==> config.mk <==
export PLATFORM = sky130hd
export DESIGN_NAME = plcm_blend
export DESIGN_NICKNAME = d
export VERILOG_FILES = /design/src/design/plcm_pkg.sv /design/src/design/plcm_blend.sv
export SDC_FILE = /design/constraint.sdc
export NUM_CORES = 2
export LEC_CHECK = 0
export BUFFER_PORTS_ARGS = -buffer_cell sky130_fd_sc_hd__buf_4
export CAP_MARGIN = 10
export CELL_PAD_IN_SITES_DETAIL_PLACEMENT = 0
export CELL_PAD_IN_SITES_GLOBAL_PLACEMENT = 1
export CORE_MARGIN = 10
export CORE_UTILIZATION = 50
export DETAILED_ROUTE_END_ITERATION = 8
export PLACE_DENSITY_LB_ADDON = 0.2
export SLEW_MARGIN = 10
export SYNTH_ARGS = -nofsm -noshare
export SYNTH_HDL_FRONTEND = slang
export SYNTH_SLANG_ARGS = --single-unit
==> constraint.sdc <==
create_clock -name clk -period 19.37 [get_ports clk]
set_input_delay 2.9055 -clock clk [delete_from_list [all_inputs] [get_ports clk]]
set_output_delay 2.9055 -clock clk [all_outputs]
set_load 0.005 [all_outputs]
==> src/design/plcm_pkg.sv <==
// Shared types and constants for the piecewise linear color map.
package plcm_pkg;
  localparam int CountW = 5;
  localparam int ValueW = 32;
  localparam int ChanW  = 8;
  localparam int ColorW = 24;
  localparam int DivW   = 34;
  localparam logic REQ_MAP   = 1'b0;
  localparam logic REQ_WRITE = 1'b1;

  typedef struct packed {
    logic [ChanW-1:0] red;
    logic [ChanW-1:0] green;
    logic [ChanW-1:0] blue;
  } color_t;

  typedef struct packed {
    logic               valid;
    logic               found;
    logic               low;
    logic signed [ValueW-1:0] value;
    logic signed [ValueW-1:0] prev_bp;
    color_t             prev_color;
    logic signed [ValueW-1:0] hit_bp;
    color_t             hit_color;
  } search_t;
endpackage

==> src/design/plcm_blend.sv <==
// Serial restoring divider that blends three channels between two colors.
module plcm_blend (
  input  logic              clk,
  input  logic              rst_n,
  input  logic              start,
  input  plcm_pkg::search_t tok,
  output logic              done,
  output plcm_pkg::color_t  result
);
  import plcm_pkg::*;
  localparam logic [1:0] S_IDLE = 2'd0;
  localparam logic [1:0] S_MUL  = 2'd1;
  localparam logic [1:0] S_DIV  = 2'd2;
  localparam logic [1:0] S_DONE = 2'd3;
  localparam int TopW = 44;

  logic [1:0] state_r, state_nxt;
  logic [1:0] ch_r, ch_nxt;
  logic [5:0] bit_r, bit_nxt;
  logic [DivW-1:0] num_r, den_r;
  logic [ChanW-1:0] c0_r [3];
  logic [ChanW-1:0] c1_r [3];
  logic [TopW-1:0] top_r, quo_r;
  logic [TopW:0] rem_r;
  color_t res_r;
  logic flat_r;

  logic signed [9:0] diff;
  logic signed [TopW+1:0] prod;
  logic [TopW:0] rem_sh;
  logic [DivW:0] den2;

  always_comb begin
    diff = $signed({2'b00, c1_r[ch_r]}) - $signed({2'b00, c0_r[ch_r]});
    prod = $signed({12'd0, c0_r[ch_r]}) * $signed({12'd0, den_r})
         + diff * $signed({1'b0, num_r});
    den2 = {den_r, 1'b0};
    rem_sh = {rem_r[TopW-1:0], top_r[TopW-1]};
  end

  always_comb begin
    state_nxt = state_r;
    ch_nxt = ch_r;
    bit_nxt = bit_r;
    case (state_r)
      S_IDLE: if (start) begin
        state_nxt = S_MUL;
        ch_nxt = 2'd0;
      end
      S_MUL: begin
        state_nxt = flat_r ? S_DONE : S_DIV;
        bit_nxt = 6'(TopW - 1);
      end
      S_DIV: if (bit_r == 6'd0) begin
        if (ch_r == 2'd2) state_nxt = S_DONE;
        else begin
          state_nxt = S_MUL;
          ch_nxt = ch_r + 2'd1;
        end
      end else bit_nxt = bit_r - 6'd1;
      S_DONE: state_nxt = S_IDLE;
      default: state_nxt = S_IDLE;
    endcase
  end

  always_ff @(posedge clk) begin
    if (!rst_n) begin
      state_r <= S_IDLE;
      ch_r <= 2'd0;
      bit_r <= 6'd0;
    end else begin
      state_r <= state_nxt;
      ch_r <= ch_nxt;
      bit_r <= bit_nxt;
    end
  end

  always_ff @(posedge clk) begin
    case (state_r)
      S_IDLE: if (start) begin
        flat_r <= tok.hit_bp == tok.prev_bp;
        num_r <= DivW'($signed({tok.value[31], tok.value})
               - $signed({tok.prev_bp[31], tok.prev_bp}));
        den_r <= DivW'($signed({tok.hit_bp[31], tok.hit_bp})
               - $signed({tok.prev_bp[31], tok.prev_bp}));
        c0_r[0] <= tok.prev_color.red;
        c0_r[1] <= tok.prev_color.green;
        c0_r[2] <= tok.prev_color.blue;
        c1_r[0] <= tok.hit_color.red;
        c1_r[1] <= tok.hit_color.green;
        c1_r[2] <= tok.hit_color.blue;
        res_r <= tok.hit_color;
      end
      S_MUL: begin
        top_r <= TopW'({prod[TopW-1:0], 1'b0} + TopW'(den_r));
        rem_r <= '0;
        quo_r <= '0;
      end
      S_DIV: begin
        top_r <= {top_r[TopW-2:0], 1'b0};
        if (rem_sh >= (TopW+1)'(den2)) begin
          rem_r <= rem_sh - (TopW+1)'(den2);
          quo_r <= {quo_r[TopW-2:0], 1'b1};
          if (bit_r == 6'd0) begin
            case (ch_r)
              2'd0: res_r.red <= ChanW'({quo_r[TopW-2:0], 1'b1});
              2'd1: res_r.green <= ChanW'({quo_r[TopW-2:0], 1'b1});
              default: res_r.blue <= ChanW'({quo_r[TopW-2:0], 1'b1});
            endcase
          end
        end else begin
          rem_r <= rem_sh;
          quo_r <= {quo_r[TopW-2:0], 1'b0};
          if (bit_r == 6'd0) begin
            case (ch_r)
              2'd0: res_r.red <= ChanW'({quo_r[TopW-2:0], 1'b0});
              2'd1: res_r.green <= ChanW'({quo_r[TopW-2:0], 1'b0});
              default: res_r.blue <= ChanW'({quo_r[TopW-2:0], 1'b0});
            endcase
          end
        end
      end
      default: ;
    endcase
  end

  assign done = state_r == S_DONE;
  assign result = res_r;
endmodule

==> metrics.yaml <==
run_status:
  status: "finished, final reports clean"
global_route:
  grt-ovfl-total: 0
  antenna_found_initial: 0
  grt_pass1_vias: 27900
  grt_use_met1_pct: 29.0
  use_met2_pct: 39.1
  use_met3_pct: 1.91
  top_usage_layer: "met2"
  grt_pass1_wl_mm: 148
  grt_max_degree: 90
  grtUsageTotal_pct: 22.3
synthesis:
  synth_cell_type_count: 77
  syn_inst: 3927
  synthXorXnorAreaFrac_pct: 4.85
  ys_dominant_reg_cell: "edfxtp_1"
  postSynth.asyncResetShare_pct: 0
  synth-edff-count: 234
  synth_nets: 4857
  synth_top_area_cell: "fa_1"
  synth_commonest_cells: "inv_1 (611), fa_1 (460), nand2_1 (384)"
  synth_seq_cells: 246
  synthDominantCellAreaShare_pct: 25.8
  synth_top_family_by_area: "adder cells"
  yosysSeqAreaShare_pct: 20.3
  syn_area_sq_mm: 0.0357
  synth_compound_area_share_pct: 13.4
  syn_area_per_cell_sq_um: 9.10
  synthSimpleGateAreaFrac_pct: 15.8
  yosys.cell_count.top_type: "inv_1"
  yosysWarnings: 0
  synth_mux_area_share_pct: 0.907
  synth-adder-area-share_pct: 37.0
  synthTopCellsByArea: "fa_1 (26%), edfxtp_1 (20%), ha_1 (11%), inv_1 (6.4%), nand2_1 (4.0%)"
final_layout:
  fin_nets: 4971
  diodes: 0
  drive_gt1_share_pct: 7.65
  area_growth_pct: 9.16
floorplanning:
  die_area_sq_mm: 0.0825
  io_pins: 175
  core_area_sq_mm: 0.0704
  rows: 97
  start_util_pct: 50.7
  die_h_um: 287
  die_w_um: 287
place:
  gp_congestion: 0.911
  port_buffers: 171
  dp_hpwl_mm: 73.9
sta:
  finalSetupTns_ps: 0
  max_freq_mhz: 80.8
  period_share_pct: 63.9
  period_needed_ps: 12370
  rsz0062_at_grt: "false"
  drv_slew: 0
  relSlewSlack_pct: 28.8
  skew_ps: 18.8
  tightest_slew_ps: 1070
  setup_viol: 0
  hold_violations: 0
routing:
  drc: 0
  drt_iter0_markers: 1716
  post_drt_wl_per_cell_um: 18.3
  antenna_left: 0
  vias_per_cell: 5.51
  first_pass_iters: 5
  vias: 27600
  routed_wl_mm: 91.4
clock_network:
  clkLatencyLatePin_ps: 580
  cts_hold_buf: 0
  cts-htree-levels: 1
  cts_made_buffers: 29
  postCtsResizedCells: 0
  cts_buffer_depth: 3
  root_buffer: "clkbuf_16"
  cts_sinks: 246
  cts_tree: "built"
  clk_pin_slew_ps: 70
  post_cts_buffers: 0
setup_path:
  cp_max_fo: 24
  crit_buf_inv: 5
  crit_family: "adder cells"
  arrival_ps: 12780
  crit_required_ps: 19780
  crit_slowest_cell: "a2111oi_0"
  crit_type: "reg -> reg"
  start_kind: "register"
  slowest_delay_ps: 800
  crit_top_cell: "fa_1"
  endpoint_kind: "register"
min_path:
  hold_start: "top_r[15]"
  worstHoldPathType: "reg -> reg"
flow_run:
  cap_violations: 0
cells by family after synthesis:
logic type,count (synthesis)
AOI/OAI and AO/OA,752
xor gates and xnor gates,198
adders and majority gates,780
buffers and inverters,730
DFF,246
muxes,32
and+or+nand+nor,1189
state kept, by name, indices dropped and copies added (netlist names), named ones only:
name,count
rem_r,44
top_r,44
den_r,33
num_r,33
c0_r,24
c1_r,24
result,24
quo_r,7
bit_r,6
ch_r,2
state_r,2
flat_r,1
metrics by stage:
step	hold WS, ps	instances	utilization [%]	setup slack [ps]	cell area [sq um]
final	535	5003	55.4	7000	39000
after global routing	559	5003	55.4	6110	39000
after CTS	533	5003	55.4	7110	39000
after detailed placement	516	4950	54.0	7160	38000
after global placement	510	4950	54.0	7150	38000
after floorplan	493	3927	-	8390	35700
worst register-to-register path: cells and delay by family, from the launching register on:
family	cells	cell delay, ps
fa+ha+maj	10	4310
xor+xnor	2	490
mux	1	260
flops	1	300
compound gates	14	4160
simple gates	7	1310
buf+inv	5	1360
worst paths after layout:
check	to	slack [ps]	cells after the start
setup / recovery	top_r[43]	7000	39
hold / removal	top_r[16]	530	2
setup reg to reg	top_r[43]	7000	39
hold reg to reg	top_r[16]	530	2
cells in the final DEF (no fill, tap or decap), types with 19 or more instances in the layout:
cell,n
nand2_1,384
o211ai_1,25
xnor2_1,122
inv_1,610
nand3_1,40
nor3_1,36
o21bai_1,27
o21a_1,29
fa_1,459
ha_1,318
nand4_1,33
o21ai_0,148
buf_4,196
and3_1,28
nand2b_1,75
nor2_1,320
nor2b_1,45
a21oi_1,223
and2_1,130
xor2_1,71
clkbuf_16,29
edfxtp_1,234
a21o_1,122
mux2i_1,29
a31oi_1,19
or2_2,41
metal layers:
metal / up-vias / routed length (um)
met2: 563 / 46000
met4: 0 / 2850
li1: 13200 / -
met1: 13700 / 39000
met3: 97 / 3600
met5: - / 0
layout make-up:
cell class | count | area [sq um]
clock buffers | 34 | 744
clock inverters | 19 | 205
fillers | 6597 | 31400
inverters | 617 | 2320
multi-input cells | 2951 | 25800
flip-flops and latches | 246 | 7270
well taps | 940 | 1180
repair buffers | 196 | 1470
Power is not shown: default switching activity piles up to over one toggle a cycle in this logic, so the estimate is an artifact.
